File: src/design/ens3_pkg.sv
// shared types, constants and helper functions for the 3x3 edge-normalized smoothing filter
package ens3_pkg;

   // image geometry limits
   localparam int MAX_COLS = 1024;
   localparam int MAX_ROWS = 1024;
   localparam int CNT_W    = 11;
   localparam int COL_AW   = $clog2(MAX_COLS);

   // field widths
   localparam int PIX_W = 16;
   localparam int CHK_W = 36;
   localparam int WIN_W = 3 * PIX_W;

   // job queue between front and back
   localparam int Q_DEPTH = 4;
   localparam int Q_AW    = $clog2(Q_DEPTH);

   // register file
   localparam int CSR_IDX_W = 2;
   localparam logic [CSR_IDX_W-1:0] CSR_IMAGE_ROWS = 2'd0;
   localparam logic [CSR_IDX_W-1:0] CSR_IMAGE_COLS = 2'd1;

   // request kinds
   localparam logic REQ_PIXEL = 1'b0;
   localparam logic REQ_DRAIN = 1'b1;

   // reciprocal scaling for the weight divide
   localparam int RECIP_SHIFT = 24;
   localparam int RECIP_W     = 23;

   typedef struct packed {
      logic                    req_type;
      logic signed [PIX_W-1:0] pixel_value;
   } req_item_type;

   typedef struct packed {
      logic signed [PIX_W-1:0] filtered_value;
      logic signed [CHK_W-1:0] running_check;
      logic                    last_of_image;
   } rsp_item_type;

   // one filter job: three window columns packed top|mid|bottom plus edge flags
   typedef struct packed {
      logic [WIN_W-1:0] col_left;
      logic [WIN_W-1:0] col_mid;
      logic [WIN_W-1:0] col_right;
      logic             top_on;
      logic             bot_on;
      logic             left_on;
      logic             right_on;
      logic             last;
   } job_type;

   // clamp a size register into 1..lim
   function automatic logic [CNT_W-1:0] eff_size(input logic [CNT_W-1:0] v,
                                                 input logic [CNT_W-1:0] lim);
      logic [CNT_W-1:0] r;
      if (v == '0) begin
         r = CNT_W'(1);
      end else if (v > lim) begin
         r = lim;
      end else begin
         r = v;
      end
      return r;
   endfunction

   // ceil(2^24 / weight) for the weights a clipped 1-2-1 kernel can have
   function automatic logic [RECIP_W-1:0] recip(input logic [2:0] rf, input logic [2:0] cf);
      logic [5:0]         w;
      logic [RECIP_W-1:0] m;
      w = 6'(rf * cf);
      case (w)
         6'd4:    m = 23'd4194304;
         6'd6:    m = 23'd2796203;
         6'd8:    m = 23'd2097152;
         6'd9:    m = 23'd1864136;
         6'd12:   m = 23'd1398102;
         6'd16:   m = 23'd1048576;
         default: m = 23'd1048576;
      endcase
      return m;
   endfunction

endpackage

File: src/design/ens3_queue.sv
// short job queue between the front and the back of the filter
module ens3_queue import ens3_pkg::*; (
   input  logic          clock,
   input  logic          reset,
   input  logic          push,
   input  job_type       push_data,
   input  logic          pop,
   output job_type       pop_data,
   output logic          not_empty,
   output logic [Q_AW:0] count
);

   job_type         slot_ff [Q_DEPTH];
   logic [Q_AW-1:0] wr_ptr_ff, wr_ptr_in;
   logic [Q_AW-1:0] rd_ptr_ff, rd_ptr_in;
   logic [Q_AW:0]   count_ff, count_in;

   // pointer and fill bookkeeping
   always_comb begin
      wr_ptr_in = push ? wr_ptr_ff + Q_AW'(1) : wr_ptr_ff;
      rd_ptr_in = pop ? rd_ptr_ff + Q_AW'(1) : rd_ptr_ff;
      count_in  = count_ff + (Q_AW+1)'(push) - (Q_AW+1)'(pop);
   end

   always_ff @(posedge clock) begin
      if (reset) begin
         wr_ptr_ff <= '0;
         rd_ptr_ff <= '0;
         count_ff  <= '0;
      end else begin
         wr_ptr_ff <= wr_ptr_in;
         rd_ptr_ff <= rd_ptr_in;
         count_ff  <= count_in;
      end
   end

   // storage
   always_ff @(posedge clock) begin
      if (push) begin
         slot_ff[wr_ptr_ff] <= push_data;
      end
   end

   assign pop_data  = slot_ff[rd_ptr_ff];
   assign not_empty = (count_ff != '0);
   assign count     = count_ff;

endmodule

File: config.mk
export PLATFORM = sky130hd
export DESIGN_NAME = ens3_queue
export DESIGN_NICKNAME = d
export VERILOG_FILES = /design/src/design/ens3_pkg.sv /design/src/design/ens3_queue.sv
export SDC_FILE = /design/constraint.sdc
export NUM_CORES = 1
export LEC_CHECK = 0
export BUFFER_PORTS_ARGS = -buffer_cell sky130_fd_sc_hd__buf_2
export CORE_MARGIN = 10
export CORE_UTILIZATION = 35
export CTS_CLUSTER_DIAMETER = 50
export CTS_CLUSTER_SIZE = 8
export DETAILED_ROUTE_END_ITERATION = 8
export SYNTH_ARGS = -nofsm -noshare
export SYNTH_HDL_FRONTEND = slang
export SYNTH_SLANG_ARGS = --single-unit
File: constraint.sdc
create_clock -name clock -period 6.38 [get_ports clock]
set_clock_uncertainty 0.05 [all_clocks]
set_input_delay 0.957 -clock clock [delete_from_list [all_inputs] [get_ports clock]]
set_output_delay 0.957 -clock clock [all_outputs]
set_load 0.01 [all_outputs]
---- Yosys cells after proc, flatten, opt, wreduce, memory -nomap -nowiden ----
Memories as Yosys holds them, arrays and structs flattened. A register that Yosys moved wholly into a read port is not among the register bits.
Index checks and enable logic that the tools add are counted.
word-level totals
  register bits ........................... 7
  memory bits (read-only) ................. 0
  input bits .............................. 153
  memories ................................ 1
  RAM bits ................................ 596
  output and inout bits ................... 153
  bits in latches ......................... 0
operators by class
  reduce and logical (&&, ||, !) cells .... 1
  equality and inequality tests ........... 0
  bitwise logic cells ..................... 0
  multiplexer cells ....................... 4
  magnitude comparators ................... 0
  shift operators ......................... 0
  add/subtract/negate cells ............... 4
  multiply operators ...................... 0
  divide/modulo/power cells ............... 0
memories
  name     words  bits a word  rd ports  clocked after memory_dff  write ports  RTL line          source
  slot_ff  4      149          1         1                         1            ens3_queue.sv:13  job_type slot_ff [Q_DEPTH];
operators with widths
  cell                                         count
  adder 2 x 1 -> 2 bit, second input constant  2
  2-to-1 mux 2 bit                             2
  adder 3 x 1 -> 3 bit                         1
  nonzero test 3 bit                           1
  subtractor 3 x 1 -> 3 bit                    1
  2-to-1 mux 1 bit                             2

---- Longest topological paths before layout ----
Gate-level depths: netlist of run 1.
  word-level depth ........................ 3
  depth in mapped cells ................... 7

---- Worst setup path after synthesis of run 1 ----
Ideal clock, no wire load.
  kind .................................... input -> register
  start ................................... input port push
  end ..................................... memory slot_ff[0][0] in the netlist's numbering (enable)
  data required time ...................... 5.804 ns
  cell stages on the path ................. 1
  setup slack ............................. 1.446 ns
  arrival ................................. 4.358 ns
  library setup time ...................... 0.526 ns
  cells stage by stage .................... and2_1
on the way
  cells in the longest elaborated chain, start to end .. 2
RTL lines
  element                                 RTL line          source
  from (decl)                             ens3_queue.sv:5   input logic push,
  2-to-1 mux 1 bit                        ens3_queue.sv:39  if (push) begin
  2-to-1 mux 1 bit (implied by the code)  ens3_queue.sv:40  slot_ff[wr_ptr_ff] <= push_data;
  to (decl)                               ens3_queue.sv:13
Every way passes these cells.

==> flow_summary_export.csv, run 1 <==
group,metric,value,unit
timing,setup_viol,0,
floorplanning,initial_utilization,35.4,%
critical_path,path_cells,"buf_12 -> mux4_2 -> buf_2",
placed_design,dpl.hpwl,27000,µm
cells_and_area,instances_no_fill,2059,
cells_and_area,area_growth,23.2,%
critical_path,startpoint_type,"flop",
logic_synthesis,synth_nets,980,
clocking,cts_tree,"built",
floorplanning,placementRows,91,
pwr,ir_worst_vdd,270,µV
clocking,cts_num_sinks,605,
logic_synthesis,synthFlopType,"edfxtp_1",
logic_synthesis,synth_compound_area_share,0.0684,%
run,cap_violations,0,
timing,fin_crit,3.99,ns
pwr,leakage,9.02,nW
logic_synthesis,ys_ff_latch,605,
logic_synthesis,ys_seq_area_share,82.4,%
logic_synthesis,synthCells,820,
drt,ant_nets,0,
drt,routedWlPerCell,22.6,µm
floorplanning,dieArea,73100,µm²
logic_synthesis,avgSynthCellArea,26.8,µm²
cells_and_area,nets,1352,
critical_path,path_buf_inv,2,
logic_synthesis,synthAdderAreaFrac,0.433,%
timing,worstMarginPinSlew,1.05,ns
drt,firstDrtPassIters,4,
critical_path,cp.required,5.37,ns
logic_synthesis,synth_xor_area_share,0.188,%
logic_synthesis,ys_async_sr_fraction,0,%
logic_synthesis,synthSimpleGateAreaFrac,0.319,%
critical_path,endpoint_kind,"output port",
global_route,grt_overflow,0,
global_route,grt-busiest-layer,"met2",
global_route,grt_usage,12.7,%
drt,first_iter_violations,622,
drt,drcViolationCount,0,
clocking,cts-htree-levels,3,
floorplanning,pin_count,306,
timing,fin_setup_tns,0,ns
drt,num_vias,9901,
clocking,cts_resized,0,
clocking,clkTransAtPathRegs,0.05,ns
clocking,post_cts.repair.setup_buffers,0,
global_route,grt_max_degree,114,
logic_synthesis,yosysWarnings,0,
critical_path,path_class,"reg2out",
logic_synthesis,synth_edf_count,596,
floorplanning,fp.dieH,270,µm
critical_path,cpPeakStageDelay,0.95,ns
global_route,use_met3,4.86,%
placed_design,io_buffers,305,
timing,final-hold-violation-count,0,
global_route,antenna_found_initial,11,
global_route,grt_use_met1,15.1,%
logic_synthesis,synth_cell_type_count,19,
clocking,cts.path.max_buffers,3,
critical_path,cpMaxStageDelayCell,"dfxtp_4",
cells_and_area,drive_gt1_share,47.1,%
clocking,clk_latency,0.61,ns
timing,rsz0062_at_grt,"no",
timing,slew_violations,0,
critical_path,worstPathArrival,2.98,ns
clocking,cts_hold_buf,0,
global_route,grt_pass1_wl,70200,µm
timing,max_freq,251,MHz
clocking,cts_root_buf,"clkbuf_16",
timing,fin_crit_sh,62.6,%
floorplanning,dieWidth,270,µm
logic_synthesis,synthTopCellsByArea,"edfxtp_1, mux4_2, dfxtp_1",
critical_path,crit_family,"flip-flops",
critical_path,critPathMaxFanout,60,
clocking,cts_buffers,92,
hold_path,hp-class,"in2reg",
logic_synthesis,synth_top_cell_area_share,81.6,%
floorplanning,core_region_area,61900,µm²
timing,slew_headroom,30.3,%
placed_design,gp_congestion,0.700,
drt,via_per_inst,4.81,
logic_synthesis,synth_top_family_by_area,"multiplexers",
global_route,grt_pass1_vias,11100,
outcome,outcome,"finished clean",
drt,wirelength,46600,µm
logic_synthesis,syn_area,21900,µm²
logic_synthesis,yosysTopAreaCell,"edfxtp_1",
pwr,powerDensity,362,nW/µm²
placed_design,placedCellCount,1935,
global_route,grt_use_met2,20.8,%
cells_and_area,final_core_utilization,43.6,%
logic_synthesis,synthMuxAreaShare,15.3,%
logic_synthesis,synth_common_cells,"edfxtp_1, mux4_2, buf_2",
logic_synthesis,synth.most_common_cell,"edfxtp_1",
worst register-to-register path: stages, from the launching register on:
cell and delay (ns):
dfxtp_1 0.39, ha_1 0.17, and2_4 0.79, buf_12 0.49
metal layers:
layer,wire (µm),up-vias
met4,1110,18
met1,18500,5189
met3,3770,99
li1,-,4301
met2,23200,294
met5,129,-
layout make-up:
class                           instances  area [µm²]
Antenna cell                            2        5.00
Sequential cell                       605       18100
Tap cell                              837        1050
Clock inverter                         20         216
Inverter                                6        22.5
Timing Repair Buffer                  312        1670
Fill cell                            5347       34900
Multi-Input combinational cell        175        3600
Clock buffer                          102        2380
power by group:
group	total, mW	switching (mW)	internal [mW]
Clock	4.33	1.60	2.73
Sequential	4.65	0.0645	4.58
Combinational	0.807	0.439	0.369
Total	9.79	2.11	7.68
flip-flops by register name (all words and copies together) (netlist names), named ones only:
name,flops
slot_ff,596
count,3
rd_ptr_ff,2
wr_ptr_ff,2
placed cells by master, fill, tap and decap left out:
master and n:
fa_1 1, clkbuf_1 8, nand3b_1 1, clkinv_4 3, dfxtp_1 7, bufinv_16 3
clkinv_8 1, mux2i_1 1, a21bo_2 1, xnor2_1 2, diode_2 2, clkinvlp_4 2
dfxtp_4 2, xor3_1 1, edfxtp_1 596, buf_2 305, clkinv_1 7, clkinv_2 1
inv_1 6, ha_1 6, clkbuf_16 94, mux4_2 149, and2_4 4, inv_6 2
nor2_1 5, or3_1 1, inv_16 1, buf_12 7, a21oi_1 1, nor2b_1 2
logic make-up after synthesis:
family                   after synthesis
flip-flops                           605
AO/OA/AOI/OAI                          2
adder cells (fa/ha/maj)                7
AND/OR/NAND/NOR                       13
XOR/XNOR                               3
multiplexers                         150
buffers and inverters                 40
metrics by stage:
stage          instance area, µm²  worst slack [ns]  total power [mW]  hold WS [ns]
2_1_floorplan               21900              1.45              5.20         0.442
3_3_place_gp                24400              2.88              5.54         0.479
3_5_place_dp                24400              2.89              5.56         0.501
4_1_cts                     27000              2.21              9.94         0.448
5_1_grt                     27000              2.09              10.2         0.468
6_report                    27000              2.39              9.79         0.497
path summary, 6_finish.rpt:
kind                                                start                        end  slack, ns  cells past startpoint
worst max register to register  wr_ptr_ff[0]$_SDFFE_PP0P_   slot_ff[1][56]$_DFFE_PP_       3.91                      3
worst min register to register  wr_ptr_ff[1]$_SDFFE_PP0P_  wr_ptr_ff[1]$_SDFFE_PP0P_       0.51                      2
worst max-delay path                                 flop               pop_data[24]       2.39                      3
worst min-delay path                        push_data[29]   slot_ff[3][29]$_DFFE_PP_       0.50                      1
Power figures use the tool's default switching activity.
==> run 2, diff against run 1 <==
ABC_AREA = 1   (was not set)
clock period = 3.4 ns   (was 6.38 ns; I/O delays follow)
==> run 2 against run 1 <==
Critical path depth up 2. Sequential share of layout area down 4.7 points. Synthesized cell count up 120%.
==> flow_summary_export.csv, run 2 <==
group,metric,value,unit
outcome,outcome,"finished clean",
timing,max_freq,350,MHz
clocking,post_cts.repair.setup_buffers,0,
timing,fin_crit_sh,83.9,%
timing,final-hold-violation-count,0,
cells_and_area,final_cell_mix,"edfxtp_1, inv_1, nand2_1, buf_2, a21oi_1",
cells_and_area,nets,2302,
logic_synthesis,synth_compound_area_share,11.2,%
logic_synthesis,synth_edf_count,596,
clocking,clk_latency,0.61,ns
global_route,grt_pass1_vias,14200,
pwr,powerDensity,629,nW/µm²
critical_path,startpoint_type,"flop",
critical_path,cpPeakStageDelay,0.59,ns
logic_synthesis,ys_seq_area_share,75.8,%
logic_synthesis,synth_common_cells,"edfxtp_1, inv_1, nand2_1",
logic_synthesis,synth_top_cell_area_share,75.0,%
floorplanning,initial_utilization,35.4,%
logic_synthesis,synth_cell_type_count,17,
floorplanning,core_region_area,67400,µm²
logic_synthesis,synth.most_common_cell,"edfxtp_1",
drt,first_iter_violations,885,
pwr,leakage,11.2,nW
cells_and_area,instances_no_fill,3050,
cells_and_area,design_area,29100,µm²
logic_synthesis,synthTopCellsByArea,"edfxtp_1, inv_1, nand2_1",
logic_synthesis,yosysTopAreaCell,"edfxtp_1",
clocking,cts_hold_buf,3,
timing,fin_setup_tns,0,ns
critical_path,critPathMaxFanout,154,
cells_and_area,final_common_cell,"edfxtp_1",
cells_and_area,regMostFlops,"slot_ff",
drt,wirelength,52100,µm
timing,worstMarginPinSlew,0.744,ns
timing,fin_crit,2.85,ns
logic_synthesis,synthAdderAreaFrac,0.399,%
floorplanning,placementRows,95,
logic_synthesis,ys_async_sr_fraction,0,%
timing,whs,0.0561,ns
critical_path,cp.required,2.84,ns
drt,drcViolationCount,0,
floorplanning,dieArea,79000,µm²
placed_design,gp_congestion,0.751,
logic_synthesis,synthCells,1793,
clocking,cts_tree,"built",
floorplanning,dieWidth,281,µm
timing,rsz0062_at_grt,"no",
pwr,ir_worst_vdd,361,µV
clocking,cts_num_sinks,605,
drt,firstDrtPassIters,5,
global_route,grt_pass1_wl,80300,µm
clocking,clkTransAtPathRegs,0.05,ns
drt,ant_nets,0,
logic_synthesis,synth_xor_area_share,0,%
clocking,cts.path.max_buffers,3,
timing,setup_viol,0,
critical_path,crit_family,"buffers and inverters",
critical_path,path_cells,"buf_12 -> a21oi_1 -> o21ai_0 -> nand2_1 -> buf_2",
logic_synthesis,synth_nets,1953,
global_route,grt_overflow,0,
critical_path,path_buf_inv,2,
floorplanning,fp.dieH,281,µm
logic_synthesis,ys_ff_latch,605,
clocking,cts_buffers,91,
global_route,grt_max_degree,155,
placed_design,dpl.hpwl,32500,µm
critical_path,path_class,"reg2out",
logic_synthesis,syn_area,23900,µm²
cells_and_area,n_fill_cell,6082,
logic_synthesis,synth_top_family_by_area,"compound AO/OA/AOI/OAI gates",
logic_synthesis,synthSimpleGateAreaFrac,4.90,%
timing,slew_violations,0,
logic_synthesis,synthMuxAreaShare,0,%
critical_path,cpMaxStageDelayCell,"dfxtp_4",
hold_path,hp-class,"in2reg",
timing,slew_headroom,50.3,%
drt,num_vias,14200,
logic_synthesis,avgSynthCellArea,13.3,µm²
drt,via_per_inst,4.65,
logic_synthesis,yosysWarnings,0,
placed_design,io_buffers,305,
clocking,cts_root_buf,"clkbuf_16",
logic_synthesis,synthFlopType,"edfxtp_1",
critical_path,worstPathArrival,2.29,ns
global_route,grt_usage,13.0,%
drt,routedWlPerCell,17.1,µm
global_route,antenna_found_initial,13,
cells_and_area,largest_reg_flops,596,
critical_path,endpoint_kind,"output port",
cells_and_area,area_growth,21.8,%
run,cap_violations,0,
floorplanning,pin_count,306,
placed_design,placedCellCount,2919,
cells_and_area,drive_gt1_share,21.4,%
placed_design,placedInstanceArea,26400,µm²
clocking,cts_resized,0,
clocking,cts-htree-levels,3,
-- run 2: cell count changes after synthesis, sizes merged, moves of 4 or more --
cell    delta
a21oi    +154
and2       -4
buf       +64
inv      +308
mux4     -149
nand2    +306
o211ai   +149
o21ai    +153
-- run 2: stage by stage --
step / util (%) / worst slack (ns) / power, mW
after floorplan: - / 0.0611 / 9.66
after global placement: 39.2 / 1.10 / 10.3
after detailed placement: 39.2 / 1.09 / 10.4
after CTS: 43.1 / 0.499 / 18.6
after global routing: 43.1 / 0.324 / 19.1
final: 43.1 / 0.547 / 18.3
-- run 2: power breakdown --
group	leakage, nW	internal, mW	switching [mW]
Clock	1.27	5.04	3.03
Combinational	4.42	0.530	1.04
Sequential	5.55	8.56	0.0800
Total	11.2	14.1	4.15
-- run 2: routing by layer --
layer / routed length (µm) / vias up / share of wire, % / global-route usage (%)
met5: 105 / - / 0.20 / 0
met4: 979 / 20 / 1.9 / 4.48
met3: 3470 / 87 / 6.7 / 3.98
met2: 25800 / 324 / 49 / 22.0
met1: 21800 / 6819 / 42 / 15.6
li1: - / 6941 / - / -
-- run 2: worst paths after layout --
path / from / to / slack [ns] / cells past startpoint
worst max-delay path: flop / pop_data[102] / 0.55 / 5
worst min-delay path: push_data[125] / slot_ff[3][125]$_DFFE_PP_ / 0.06 / 1
worst min register to register: rd_ptr_ff[1]$_SDFFE_PP0P_ / flop / 0.41 / 2
worst max register to register: wr_ptr_ff[0]$_SDFFE_PP0P_ / slot_ff[0][114]$_DFFE_PP_ / 1.16 / 5
-- run 2: area by class of cell --
class	count	area, µm²	share of cell area, %
Antenna cell	5	12.5	0.0430
Clock buffer	110	2420	8.33
Clock inverter	13	186	0.641
Inverter	314	1190	4.11
Multi-Input combinational cell	775	3930	13.5
Sequential cell	605	18100	62.2
Tap cell	873	1090	3.76
Timing Repair Buffer	355	2150	7.39
-- run 2: cells by family (layout without fill, tap and decap cells) --
| family | after synthesis | count (layout) |
|---|---|---|
| buf+inv | 413 | 792 |
| compound gates | 457 | 457 |
| fa+ha+maj | 7 | 7 |
| other cells | 0 | 5 |
| flops | 605 | 605 |
| simple gates | 311 | 311 |
