[src/design/ens3_pkg.sv]
// shared types, constants and helper functions for the 3x3 edge-normalized smoothing filter
package ens3_pkg;

   // image geometry limits
   localparam int MAX_COLS = 1024;
   localparam int MAX_ROWS = 1024;
   localparam int CNT_W    = 11;
   localparam int COL_AW   = $clog2(MAX_COLS);

   // field widths
   localparam int PIX_W = 16;
   localparam int CHK_W = 36;
   localparam int WIN_W = 3 * PIX_W;

   // job queue between front and back
   localparam int Q_DEPTH = 4;
   localparam int Q_AW    = $clog2(Q_DEPTH);

   // register file
   localparam int CSR_IDX_W = 2;
   localparam logic [CSR_IDX_W-1:0] CSR_IMAGE_ROWS = 2'd0;
   localparam logic [CSR_IDX_W-1:0] CSR_IMAGE_COLS = 2'd1;

   // request kinds
   localparam logic REQ_PIXEL = 1'b0;
   localparam logic REQ_DRAIN = 1'b1;

   // reciprocal scaling for the weight divide
   localparam int RECIP_SHIFT = 24;
   localparam int RECIP_W     = 23;

   typedef struct packed {
      logic                    req_type;
      logic signed [PIX_W-1:0] pixel_value;
   } req_item_type;

   typedef struct packed {
      logic signed [PIX_W-1:0] filtered_value;
      logic signed [CHK_W-1:0] running_check;
      logic                    last_of_image;
   } rsp_item_type;

   // one filter job: three window columns packed top|mid|bottom plus edge flags
   typedef struct packed {
      logic [WIN_W-1:0] col_left;
      logic [WIN_W-1:0] col_mid;
      logic [WIN_W-1:0] col_right;
      logic             top_on;
      logic             bot_on;
      logic             left_on;
      logic             right_on;
      logic             last;
   } job_type;

   // clamp a size register into 1..lim
   function automatic logic [CNT_W-1:0] eff_size(input logic [CNT_W-1:0] v,
                                                 input logic [CNT_W-1:0] lim);
      logic [CNT_W-1:0] r;
      if (v == '0) begin
         r = CNT_W'(1);
      end else if (v > lim) begin
         r = lim;
      end else begin
         r = v;
      end
      return r;
   endfunction

   // ceil(2^24 / weight) for the weights a clipped 1-2-1 kernel can have
   function automatic logic [RECIP_W-1:0] recip(input logic [2:0] rf, input logic [2:0] cf);
      logic [5:0]         w;
      logic [RECIP_W-1:0] m;
      w = 6'(rf * cf);
      case (w)
         6'd4:    m = 23'd4194304;
         6'd6:    m = 23'd2796203;
         6'd8:    m = 23'd2097152;
         6'd9:    m = 23'd1864136;
         6'd12:   m = 23'd1398102;
         6'd16:   m = 23'd1048576;
         default: m = 23'd1048576;
      endcase
      return m;
   endfunction

endpackage

[src/design/ens3_back.sv]
// back end: weighted sum, divide by present weight, running check, result register
module ens3_back import ens3_pkg::*; (
   input  logic         clock,
   input  logic         reset,
   input  logic         q_not_empty,
   input  job_type      q_data,
   output logic         pop,
   input  logic         img_clear,
   output logic         rsp_valid,
   input  logic         rsp_stall,
   output rsp_item_type rsp_data
);

   localparam int RS_W   = 19;
   localparam int TOT_W  = 21;
   localparam int MAG_W  = 20;
   localparam int PROD_W = MAG_W + RECIP_W;
   localparam int Q_W    = 17;

   logic                    s1_valid_ff;
   logic signed [RS_W-1:0]  s1_rs_ff [3];
   logic                    s1_top_ff;
   logic                    s1_bot_ff;
   logic [2:0]              s1_cf_ff;
   logic                    s1_last_ff;

   logic                    s2_valid_ff;
   logic                    s2_neg_ff;
   logic [MAG_W-1:0]        s2_mag_ff;
   logic [RECIP_W-1:0]      s2_recip_ff;
   logic                    s2_last_ff;

   logic                    s3_valid_ff;
   logic                    s3_neg_ff;
   logic [PROD_W-1:0]       s3_prod_ff;
   logic                    s3_last_ff;

   logic                    rsp_valid_ff;
   rsp_item_type            rsp_data_ff;
   logic signed [CHK_W-1:0] acc_ff, acc_in;

   logic                    en;
   logic signed [RS_W-1:0]  rs_in [3];
   logic signed [TOT_W-1:0] total;
   logic [2:0]              rf;
   logic [Q_W-1:0]          qmag;
   logic signed [Q_W:0]     qval;
   logic signed [CHK_W-1:0] check_sum;

   // one row of the window with 1-2-1 column weights
   function automatic logic signed [RS_W-1:0] row_sum(input logic [PIX_W-1:0] a,
                                                      input logic [PIX_W-1:0] b,
                                                      input logic [PIX_W-1:0] c,
                                                      input logic lo,
                                                      input logic ro);
      logic signed [RS_W-1:0] sa;
      logic signed [RS_W-1:0] sb;
      logic signed [RS_W-1:0] sc;
      sa = lo ? RS_W'($signed(a)) : '0;
      sb = RS_W'($signed(b)) <<< 1;
      sc = ro ? RS_W'($signed(c)) : '0;
      return sa + sb + sc;
   endfunction

   // whole pipe holds while a result waits
   assign en  = !rsp_valid_ff || !rsp_stall;
   assign pop = en && q_not_empty;

   // stage 1: per-row sums
   always_comb begin
      for (int i = 0; i < 3; i++) begin
         rs_in[i] = row_sum(q_data.col_left[WIN_W-1-PIX_W*i -: PIX_W],
                            q_data.col_mid[WIN_W-1-PIX_W*i -: PIX_W],
                            q_data.col_right[WIN_W-1-PIX_W*i -: PIX_W],
                            q_data.left_on, q_data.right_on);
      end
   end

   // stage 2: row combine, sign split, reciprocal pick
   always_comb begin
      total = (s1_top_ff ? TOT_W'(s1_rs_ff[0]) : TOT_W'(0)) +
              (TOT_W'(s1_rs_ff[1]) <<< 1) +
              (s1_bot_ff ? TOT_W'(s1_rs_ff[2]) : TOT_W'(0));
      rf    = 3'd2 + 3'(s1_top_ff) + 3'(s1_bot_ff);
   end

   // output: scale back, restore sign, running check
   always_comb begin
      qmag      = s3_prod_ff[RECIP_SHIFT+Q_W-1:RECIP_SHIFT];
      qval      = s3_neg_ff ? -$signed({1'b0, qmag}) : $signed({1'b0, qmag});
      check_sum = acc_ff + CHK_W'(qval);
      acc_in    = acc_ff;
      if (img_clear) begin
         acc_in = '0;
      end else if (en && s3_valid_ff) begin
         acc_in = s3_last_ff ? '0 : check_sum;
      end
   end

   // pipeline valids and check accumulator
   always_ff @(posedge clock) begin
      if (reset) begin
         s1_valid_ff  <= 1'b0;
         s2_valid_ff  <= 1'b0;
         s3_valid_ff  <= 1'b0;
         rsp_valid_ff <= 1'b0;
         acc_ff       <= '0;
      end else begin
         acc_ff <= acc_in;
         if (en) begin
            s1_valid_ff  <= pop;
            s2_valid_ff  <= s1_valid_ff;
            s3_valid_ff  <= s2_valid_ff;
            rsp_valid_ff <= s3_valid_ff;
         end
      end
   end

   // pipeline payload
   always_ff @(posedge clock) begin
      if (en) begin
         for (int i = 0; i < 3; i++) begin
            s1_rs_ff[i] <= rs_in[i];
         end
         s1_top_ff  <= q_data.top_on;
         s1_bot_ff  <= q_data.bot_on;
         s1_cf_ff   <= 3'd2 + 3'(q_data.left_on) + 3'(q_data.right_on);
         s1_last_ff <= q_data.last;

         s2_neg_ff   <= total[TOT_W-1];
         s2_mag_ff   <= total[TOT_W-1] ? MAG_W'(-total) : MAG_W'(total);
         s2_recip_ff <= recip(rf, s1_cf_ff);
         s2_last_ff  <= s1_last_ff;

         s3_prod_ff <= PROD_W'(s2_mag_ff) * PROD_W'(s2_recip_ff);
         s3_neg_ff  <= s2_neg_ff;
         s3_last_ff <= s2_last_ff;

         rsp_data_ff.filtered_value <= qval[PIX_W-1:0];
         rsp_data_ff.running_check  <= check_sum;
         rsp_data_ff.last_of_image  <= s3_last_ff;
      end
   end

   assign rsp_valid = rsp_valid_ff;
   assign rsp_data  = rsp_data_ff;

endmodule

[config.mk]
export PLATFORM = sky130hd
export DESIGN_NAME = ens3_back
export DESIGN_NICKNAME = d
export VERILOG_FILES = /design/src/design/ens3_pkg.sv /design/src/design/ens3_back.sv
export SDC_FILE = /design/constraint.sdc
export NUM_CORES = 1
export LEC_CHECK = 0
export ABC_CLOCK_PERIOD_IN_PS = 12000
export BUFFER_PORTS_ARGS = -buffer_cell sky130_fd_sc_hd__buf_2
export CORE_UTILIZATION = 55
export DETAILED_ROUTE_END_ITERATION = 6
export PLACE_DENSITY = 0.82
export SLEW_MARGIN = 15
export SYNTH_ARGS = -nofsm -noshare
export SYNTH_HDL_FRONTEND = slang
export SYNTH_SLANG_ARGS = --single-unit
[constraint.sdc]
create_clock -name clock -period 12 [get_ports clock]
set_input_delay 0 -clock clock [delete_from_list [all_inputs] [get_ports clock]]
set_output_delay 0 -clock clock [all_outputs]
set_load 0.03 [all_outputs]
; After elaboration in Yosys (flattened, before gate mapping)
; Memories as Yosys holds them, arrays and structs flattened.
; Index checks and enable logic that the tools add are counted.
[totals]
regBits = 187
ramBits = 57
out_inout_bits = 55
elab_cells = 62
memories = 1
[op_classes]
add_sub_neg = 15
mul = 2
n_eq_ne = 5
muxes = 14
n_reduce_logical = 6
[memory_table]
columns = memory, depth, word_bits, read_ports, rd_ports_with_merged_regs, wr, line_no
row1 = s1_rs_ff, 3, 19, 3, 0, 3, ens3_back.sv:21  ; logic signed [RS_W-1:0] s1_rs_ff [3];
[op_table]
columns = operator, n
row1 = $pmux W23 S5, 1
row2 = $mux W19, 6
row3 = $add A19 B17 Y19, 3
row4 = $add A19 B19 Y19, 3
row5 = $mux W21, 2
row6 = $mul A20 B23 Y41, 1
row7 = $add A36 B18 Y36, 1
row8 = $mux W36, 1
row9 = $add A21 B20 Y21, 1
row10 = $add A21 B21 Y21, 1
row11 = $mux W20, 1
row12 = $neg A20 Y20, 1
row13 = $eq A6 B4 Y1 const B, 3
row14 = $mux W18, 1
row15 = $neg A17 Y18, 1
row16 = $eq A6 B3 Y1 const B, 2
row17 = $add A2 B1 Y3 const A, 2
row18 = $add A3 B1 Y3, 2
row19 = $mul A3 B3 Y6, 1
row20 = $logic_and A1 B1 Y1, 2
row21 = $logic_not A1 Y1, 2
row22 = $mux W1, 2
row23 = $reduce_or A2 Y1, 1
row24 = $logic_or A1 B1 Y1, 1

; Depth between registers and ports, before layout
; Gate-level depths: netlist of run 1.
[logic_depth]
depth_word = 5
depth_mapped = 27
depth_no_buf = 25

; Worst setup path before layout of run 1
; No wires, ideal clock.
[synth_path]
path_type = register to register
startpoint = register s2_recip_ff[17]
endpoint = register s3_prod_ff[39], data pin
arrival_time_ns = 6.939
t_required_ns = 11.742
setup_slack_ns = 4.803
stages_incl_launch_ff = 26
synth_period_minus_slack_ns = 7.197
cell_sequence = edfxtp_1 > clkbuf_1 > clkbuf_1 > nand2_1 > inv_1 > fa_1 > fa_1 > inv_1 > fa_1 > inv_1 > fa_1 > fa_1 > fa_1 > inv_1 > fa_1 > inv_1 > ha_1 > nand4_1 > or3_1 > or4_1 > o2111ai_1 > nand4bb_1 > o211ai_2 > a211oi_1 > o21ba_1 > xnor2_1
[synth_via]
elab_chain_len = 1
[synth_lines]
columns = element, line_no
row1 = from (decl), ens3_back.sv:30  ; logic [RECIP_W-1:0] s2_recip_ff;
row2 = from (signal assigned), ens3_back.sv:132  ; s2_recip_ff <= recip(rf, s1_cf_ff);
row3 = $mul A20 B23 Y41, ens3_back.sv:135  ; s3_prod_ff <= PROD_W'(s2_mag_ff) * PROD_W'(s2_recip_ff);
row4 = to (signal assigned), ens3_back.sv:135
row5 = to (decl), ens3_back.sv:35  ; logic [PROD_W-1:0] s3_prod_ff;
; No other way between the ends.
; A chain may end at the register's enable or synchronous reset.

; Worst setup path in the final report of run 1
; Same ends and word-level chain as after synthesis.

==> results.md, run 1 <==
- First-pass GRT wire length: ~99000 um
- Fin crit share: 0.672
- Critical-path maximum fanout: 21
- Synth top area cells: fa_1, edfxtp_1, ha_1
- Register area: about 5800 um^2
- Routed WL: 62600 um
- GRT met3 Usage: 0.0310
- Seq/Total Area, Yosys: 0.225
- Clk pin slew, worst setup/hold paths: 0.06 ns
- Min Tclk post-route: between 8 and 9 ns
- Drt pass-1 iters: 5
- Hold crit path type: input port to register
- Yosys Warn Count: 0
- Gr busiest metal: met2
- Vias in the first global route: 19300
- Overall power: 7490 uW
- Number of library cell types mapped by synthesis: 75
- Total GRT Usage: 0.269
- CTS tree: yes
- Total number of vias: 18400
- Result of the run: finished clean
- Setup Crit Path Kind: register to register
- Port buffer count: 208
- Critical path data arrival time: between 8 and 9 ns
- Clk sinks: around 210
- Slowest stage cell on the critical path: edfxtp_1
- Site Rows: slightly below 80
- Combinational fraction of design power: 0.715
- Worst vdd ir: 0.301 mV
- P_int: about 3800 uW
- Final setup viols: 0
- Area of the multi-input gates: between 15000 and 20000 um^2
- Syn nets: between 3000 and 4000
- Fillers: between 3000 and 4000
- IO Pins: 209
- Synth top area share: 0.287
- Layout cell share with drive strength beyond 1: 0.0949
- Vias per std cell: about 5.4
- R2r setup slk: 3.93 ns
- Area Growth Syn to Fin: 9.86%
- Clk Latency, worst-skew pair: approximately 0.52 ns
- Fin. Hold Viols: 0
- Met2 usage: 0.462
- Max-cap viol count: 0
- Synth top cells by count: inv_1, fa_1, ha_1
- Mapped Cells: about 2600
- Top achievable clock speed: about 120 MHz
- DPL Wire Length: about 53000 um
- Yosys top cell by area: fa_1
- Largest net degree at the start of global routing: 72
- Number of H-tree levels: 1
- Post-cts resize count: 0
- Cell Area, Synth: roughly 26000 um^2
- Area of the core: roughly 46000 um^2
- Net switching power: 3650 uW
- Final net count: about 3600
- Die width: about 220 um
- Crit path capture type: register
- Post-synth EDFFs: approximately 170
- Flops & latches, synth: between 200 and 250
- Routed Antenna Nets: 0
- Max Slew Vio Count: 0
- Post-CTS Setup Inserts: 0
- PwrDens: approximately 270 nW/um^2
- Tightest Pin Transition: ~1.1 ns
- Ys async rst share: 0
- RD Place Congestion: between 0.9 and 1
- Part of the power in the clock network: 0.089
- Ys flop type: edfxtp_1
- Count leader, synth: inv_1
- CTS max path bufs: 3
- Iteration-0 DRC Markers: slightly below 1000
- Critical path launch point type: register
- Worst path max stage delay: roughly 0.91 ns
- Placed cell count: between 3000 and 4000
- Drc violations: 0
- Initial antenna violation count: 0
- Non-filler cells, final: around 3400
- Top cell by count, worst path: fa_1
- Root buffer cell: clkbuf_16
- Pleak: roughly 0.014 uW
- Gr ovfl total: 0
- RSZ-0062 raised after global routing: false
- Cts hold-fix bufs: 17
- Sw frac: 0.488
- Chip Height: ~220 um
- Drt wl/cell: 18.5 um
- Skew final: ~0.011 ns
- Met1 layer usage reported by global route: 0.355
- Max-slew headroom: 0.277
- Cell breakdown of the critical path: nand2_1, fa_1, inv_1, fa_1, fa_1, fa_1, fa_1, fa_1, inv_1, fa_1, inv_1, ha_1, nand4_1, or3_1, or4_1, o2111ai_1, nand4bb_1, o211ai_2, a211oi_1, o21ba_1, xnor2_1
- Flop pwr share: 0.196
- TritonCTS Buffers: 22
- Effective utilization at floorplan: 0.561
- Full die area: between 40000 and 50000 um^2
- Total negative slack: 0 ns
- N_diodes: 0
- Critical Path RT: 12.27 ns
- Synth Area per Inst: 9.98 um^2
[per-layer routing]
layer  share of wire  vias to the layer above
met5               0                        -
met4           0.032                        0
met3           0.052                      107
met2            0.48                      512
met1            0.43                     9056
li1                -                     8717
[cells by family (layout without fill, tap and decap cells)]
logic type               after synthesis  count (layout)  synth area share
AO/OA/AOI/OAI                        356             356            0.0917
multiplexers                           6               6           0.00249
XOR/XNOR                             162             162            0.0554
other                                  1               1          0.000146
flip-flops                           205             205             0.225
adder cells (fa/ha/maj)              635             635             0.418
buffers and inverters                552             769            0.0809
AND/OR/NAND/NOR                      648             648             0.127
[critical path, delay by kind of cell (launching register included)]
kind,cells,cell delay (ns)
AO/OA/AOI/OAI,4,1.11
adder cells (fa/ha/maj),8,3.91
flip-flops,1,0.91
buffers and inverters,3,0.17
XOR/XNOR,1,0.12
AND/OR/NAND/NOR,5,1.60
[placed cells by master, fill, tap and decap left out, drive strengths merged, types with 16 or more instances in the layout]
| master | Yosys | final |
|---|---|---|
| a22o | 16 | 16 |
| buf | 1 | 215 |
| and2 | 163 | 163 |
| nor2 | 95 | 95 |
| a21oi | 118 | 118 |
| xnor2 | 111 | 111 |
| xor2 | 51 | 51 |
| o21ai | 53 | 53 |
| a22oi | 17 | 17 |
| inv | 497 | 499 |
| fa | 367 | 367 |
| a21o | 39 | 39 |
| nor2b | 20 | 20 |
| clkbuf | 54 | 33 |
| ha | 268 | 268 |
| nand3 | 36 | 36 |
| edfxtp | 165 | 165 |
| dlygate4sd3 | 0 | 17 |
| dfxtp | 40 | 40 |
| nand2 | 216 | 216 |
| nor3 | 35 | 35 |
[state kept, by name, indices dropped and copies added (netlist names), 3 cells and up]
signal and count:
s1_rs_ff 57, s1_cf_ff 3, s2_recip_ff 8, acc_ff 36
s2_mag_ff 20, s3_prod_ff 17, rsp_data 53
[cell type report]
type / instances / area share
clock buffers: 33 / 0.0218
clock inverters: 7 / 0.00302
inverters: 497 / 0.0663
multi-input cells: 1808 / 0.633
flip-flops and latches: 205 / 0.205
well taps: 600 / 0.0267
repair buffers: 232 / 0.0449
[power by group through the flow]
stage	sequential (uW)	clock, uW	combinational (uW)
6_report	1470	667	5360
5_1_grt	1490	696	6050
4_1_cts	1460	677	5390
3_5_place_dp	1480	0	5330
3_3_place_gp	1470	0	5110
2_1_floorplan	1560	0	3830
[final timing paths]
path	start	endpoint	depth (start not counted)
max	s2_recip_ff[17]$_DFFE_PN_	s3_prod_ff[39]$_DFFE_PN_	21
min	q_data[133]	s1_rs_ff[0][1]$_DFFE_PN_	4
max reg2reg	s2_recip_ff[17]$_DFFE_PN_	s3_prod_ff[39]$_DFFE_PN_	21
min reg2reg	s2_neg_ff$_DFFE_PN_	s3_neg_ff$_DFFE_PN_	0
[stage by stage]
stage	utilization	area [um^2]	setup slack [ns]	hold WS, ns
2_1_floorplan	-	25600	4.80	0.0691
3_3_place_gp	0.597	27300	4.16	0.184
3_5_place_dp	0.597	27300	4.01	0.181
4_1_cts	0.616	28100	3.97	0.0254
5_1_grt	0.616	28100	3.61	0.0680
6_report	0.616	28100	3.93	0.0513
(Power assumes the default switching activity.)
==> run 2: changes to the inputs <==
ABC_CLOCK_PERIOD_IN_PS = 7950   (was 12000)
clock period = 7.95 ns   (was 12 ns; I/O delays follow)
==> run 2 against run 1 <==
  * Combinational power rose by 53%
  * Largest power group unchanged
  * Hold slack got worse by 0.016 ns
  * Wire length rose by 2.5%
  * Register-to-register slack got worse by 3.6 ns
  * Critical path type unchanged
  * Maximum frequency rose by 6.3%
  * Total power rose by 53%
  * Non-clock buffer count rose by 8
  * Sequential power rose by 50%
  * Clock power rose by 62%
==> results.md, run 2 (synthesis gave the netlist of run 1 again) <==
- Root buffer cell: clkbuf_16 (unchanged)
- Max reg flops: 57 (unchanged)
- Site Rows: 78 (unchanged)
- Hold path cells: 4 (unchanged)
- Effective utilization at floorplan: 0.561 (unchanged)
- Setup Crit Path Kind: register to register (unchanged)
- TritonCTS Buffers: 23 (was 22)
- Min Tclk post-route: 7.59 ns (was 8.07 ns)
- Hold crit path type: input port to register (unchanged)
- Pleak: 0.0144 uW (about the same)
- RSZ-0062 raised after global routing: false (unchanged)
- Tightest Pin Transition: 1.05 ns (was 1.08 ns)
- Gr ovfl total: 0 (unchanged)
- Chip Height: 218 um (unchanged)
- Largest reg by FF count: s1_rs_ff (unchanged)
- Critical path launch point type: register (unchanged)
- WL met3: 3750 um (was 3280 um)
- Skew final: 0.0117 ns (was 0.0111 ns)
- Top cell by count, worst path: fa_1 (unchanged)
- Vias in the first global route: 19700 (was 19300)
- Commonest non-fill, non-tap cell in the layout: inv_1 (unchanged)
- Top sig layer: met4 (unchanged)
- IO Pins: 209 (unchanged)
- Total negative slack: 0 ns (unchanged)
- Critical Path RT: 8.23 ns (was 12.27 ns)
- Routed WL: 64100 um (was 62600 um)
- Sw frac: 0.488 (about the same)
- Drt pass-1 iters: 5 (unchanged)
- Iteration-0 DRC Markers: 1184 (was 984)
- CTS tree: yes (unchanged)
- N_diodes: 0 (unchanged)
- Slowest stage cell on the critical path: edfxtp_1 (unchanged)
- Largest net degree at the start of global routing: 72 (unchanged)
- Max-cap viol count: 0 (unchanged)
- Combinational fraction of design power: 0.713 (was 0.715)
- Top achievable clock speed: 132 MHz (was 124 MHz)
- Drc violations: 0 (unchanged)
- Initial antenna violation count: 0 (unchanged)
- Total GRT Usage: 0.274 (was 0.269)
- Critical-path maximum fanout: 11 (was 21)
- Vias per std cell: 5.51 (was 5.44)
- Fillers: 3769 (was 3725)
- R2r setup slk: 0.36 ns (was 3.93 ns)
- Port buffer count: 208 (unchanged)
- DPL Wire Length: 54200 um (was 53400 um)
- First-pass GRT wire length: 101000 um (was 99300 um)
- Final net count: 3564 (was 3555)
- Wire length on met1: 27200 um (was 27000 um)
- Reg2reg start: s2_recip_ff[18]$_DFFE_PN_ (was s2_recip_ff[17]$_DFFE_PN_)
- Worst flop-to-flop path endpoint: s3_prod_ff[39]$_DFFE_PN_ (unchanged)
- Routed Antenna Nets: 0 (unchanged)
- RD Place Congestion: 1.01 (was 0.970)
- R2r worst-path depth: 25 (was 21)
- PwrDens: 406 nW/um^2 (was 266 nW/um^2)
- Layout cell share with drive strength beyond 1: 0.101 (was 0.0949)
- P_int: 5880 uW (was 3840 uW)
- Part of the power in the clock network: 0.094 (was 0.089)
- Die width: 218 um (unchanged)
- Clk Latency, worst-skew pair: 0.52 ns (about the same)
- Worst vdd ir: 0.410 mV (was 0.301 mV)
- Final setup viols: 0 (unchanged)
- Net switching power: 5600 uW (was 3650 uW)
- Number of H-tree levels: 1 (unchanged)
- Most frequent cells in the layout: inv_1, fa_1, ha_1 (unchanged)
- Drt wl/cell: 18.9 um (was 18.5 um)
- Max-slew headroom: 0.300 (was 0.277)
- Full die area: 47400 um^2 (unchanged)
- Result of the run: finished clean (unchanged)
- Max Slew Vio Count: 0 (unchanged)
- Total number of vias: 18700 (was 18400)
- CTS max path bufs: 3 (unchanged)
- Critical path data arrival time: 7.87 ns (was 8.34 ns)
- Fin crit share: 0.955 (was 0.672)
- Overall power: 11500 uW (was 7490 uW)
- Flop pwr share: 0.193 (was 0.196)
- Met2 wire len: 31300 um (was 30300 um)
- Area Growth Syn to Fin: 10.4% (was 9.86%)
- Fin. Hold Viols: 0 (unchanged)
- Hold EP: s1_rs_ff[0][1]$_DFFE_PN_ (unchanged)
- Clk pin slew, worst setup/hold paths: 0.07 ns (was 0.06 ns)
- Crit path capture type: register (unchanged)
- Area of the core: 45700 um^2 (unchanged)
- Worst path max stage delay: 0.64 ns (was 0.91 ns)
- Hold Path Origin: q_data[133] (unchanged)
- Clk sinks: 205 (unchanged)
==> run 2: critical path: cells and delay by family (launching register included) <==
family                   cells  cell delay, ns
adder cells (fa/ha/maj)      8            3.79
AND/OR/NAND/NOR              5            1.26
buffers and inverters        7            0.82
AO/OA/AOI/OAI                4            0.73
flip-flops                   1            0.64
XOR/XNOR                     1            0.12
==> run 2: timing repair <==
item / CTS / global route
setup buffers: 0 / 2
hold buffers: 15 / 0
resized for setup: 0 / 0
endpoints found under the hold margin: 13 / 0
setup endpoints to repair: 0 / 1
==> run 2: worst max path at each step <==
stage               depth (start not counted)  slack (ns)                  endpoint                      start
floorplan                                  25        0.75  s3_prod_ff[39]$_DFFE_PN_  s2_recip_ff[17]$_DFFE_PN_
global placement                           25        0.45  s3_prod_ff[39]$_DFFE_PN_  s2_recip_ff[19]$_DFFE_PN_
finish                                     25        0.36  s3_prod_ff[39]$_DFFE_PN_  s2_recip_ff[18]$_DFFE_PN_
global route                               25        0.11  s3_prod_ff[39]$_DFFE_PN_  s2_recip_ff[18]$_DFFE_PN_
detailed placement                         23        0.32  s3_prod_ff[39]$_DFFE_PN_  s2_recip_ff[19]$_DFFE_PN_
CTS                                        23        0.33  s3_prod_ff[39]$_DFFE_PN_  s2_recip_ff[19]$_DFFE_PN_
==> run 2: cell type report <==
type / count / area [um^2] / area share
multi-input combinational: 1808 / 17800 / 0.630
sequential: 205 / 5760 / 0.204
inverter: 497 / 1870 / 0.0660
timing repair buffer: 240 / 1330 / 0.0469
tap: 600 / 751 / 0.0266
clock buffer: 28 / 637 / 0.0225
clock inverter: 11 / 131 / 0.00465
==> run 2: through the flow <==
stage / std cells / util / area (um^2) / hold slack [ns] / setup WS [ns]
2_1_floorplan: 2565 / - / 25600 / 0.0691 / 0.753
3_3_place_gp: 3333 / 0.598 / 27300 / 0.186 / 0.447
3_5_place_dp: 3333 / 0.598 / 27300 / 0.179 / 0.324
4_1_cts: 3387 / 0.618 / 28200 / 0.0190 / 0.330
5_1_grt: 3389 / 0.619 / 28300 / 0.0667 / 0.112
6_report: 3389 / 0.619 / 28300 / 0.0353 / 0.358
==> run 2: layer usage <==
layer / GRT usage / vias up
li1: - / 8747
met5: 0 / -
met1: 0.357 / 9208
met3: 0.0399 / 102
met4: 0.0720 / 0
met2: 0.479 / 628
==> run 2: power groups by stage <==
| stage | registers (uW) | clock network [uW] | logic [uW] |
|---|---|---|---|
| after floorplan | 2350 | 0 | 5780 |
| after global placement | 2220 | 0 | 7790 |
| after detailed placement | 2230 | 0 | 8130 |
| after CTS | 2210 | 1090 | 8200 |
| after global routing | 2250 | 1130 | 9230 |
| final | 2210 | 1080 | 8190 |
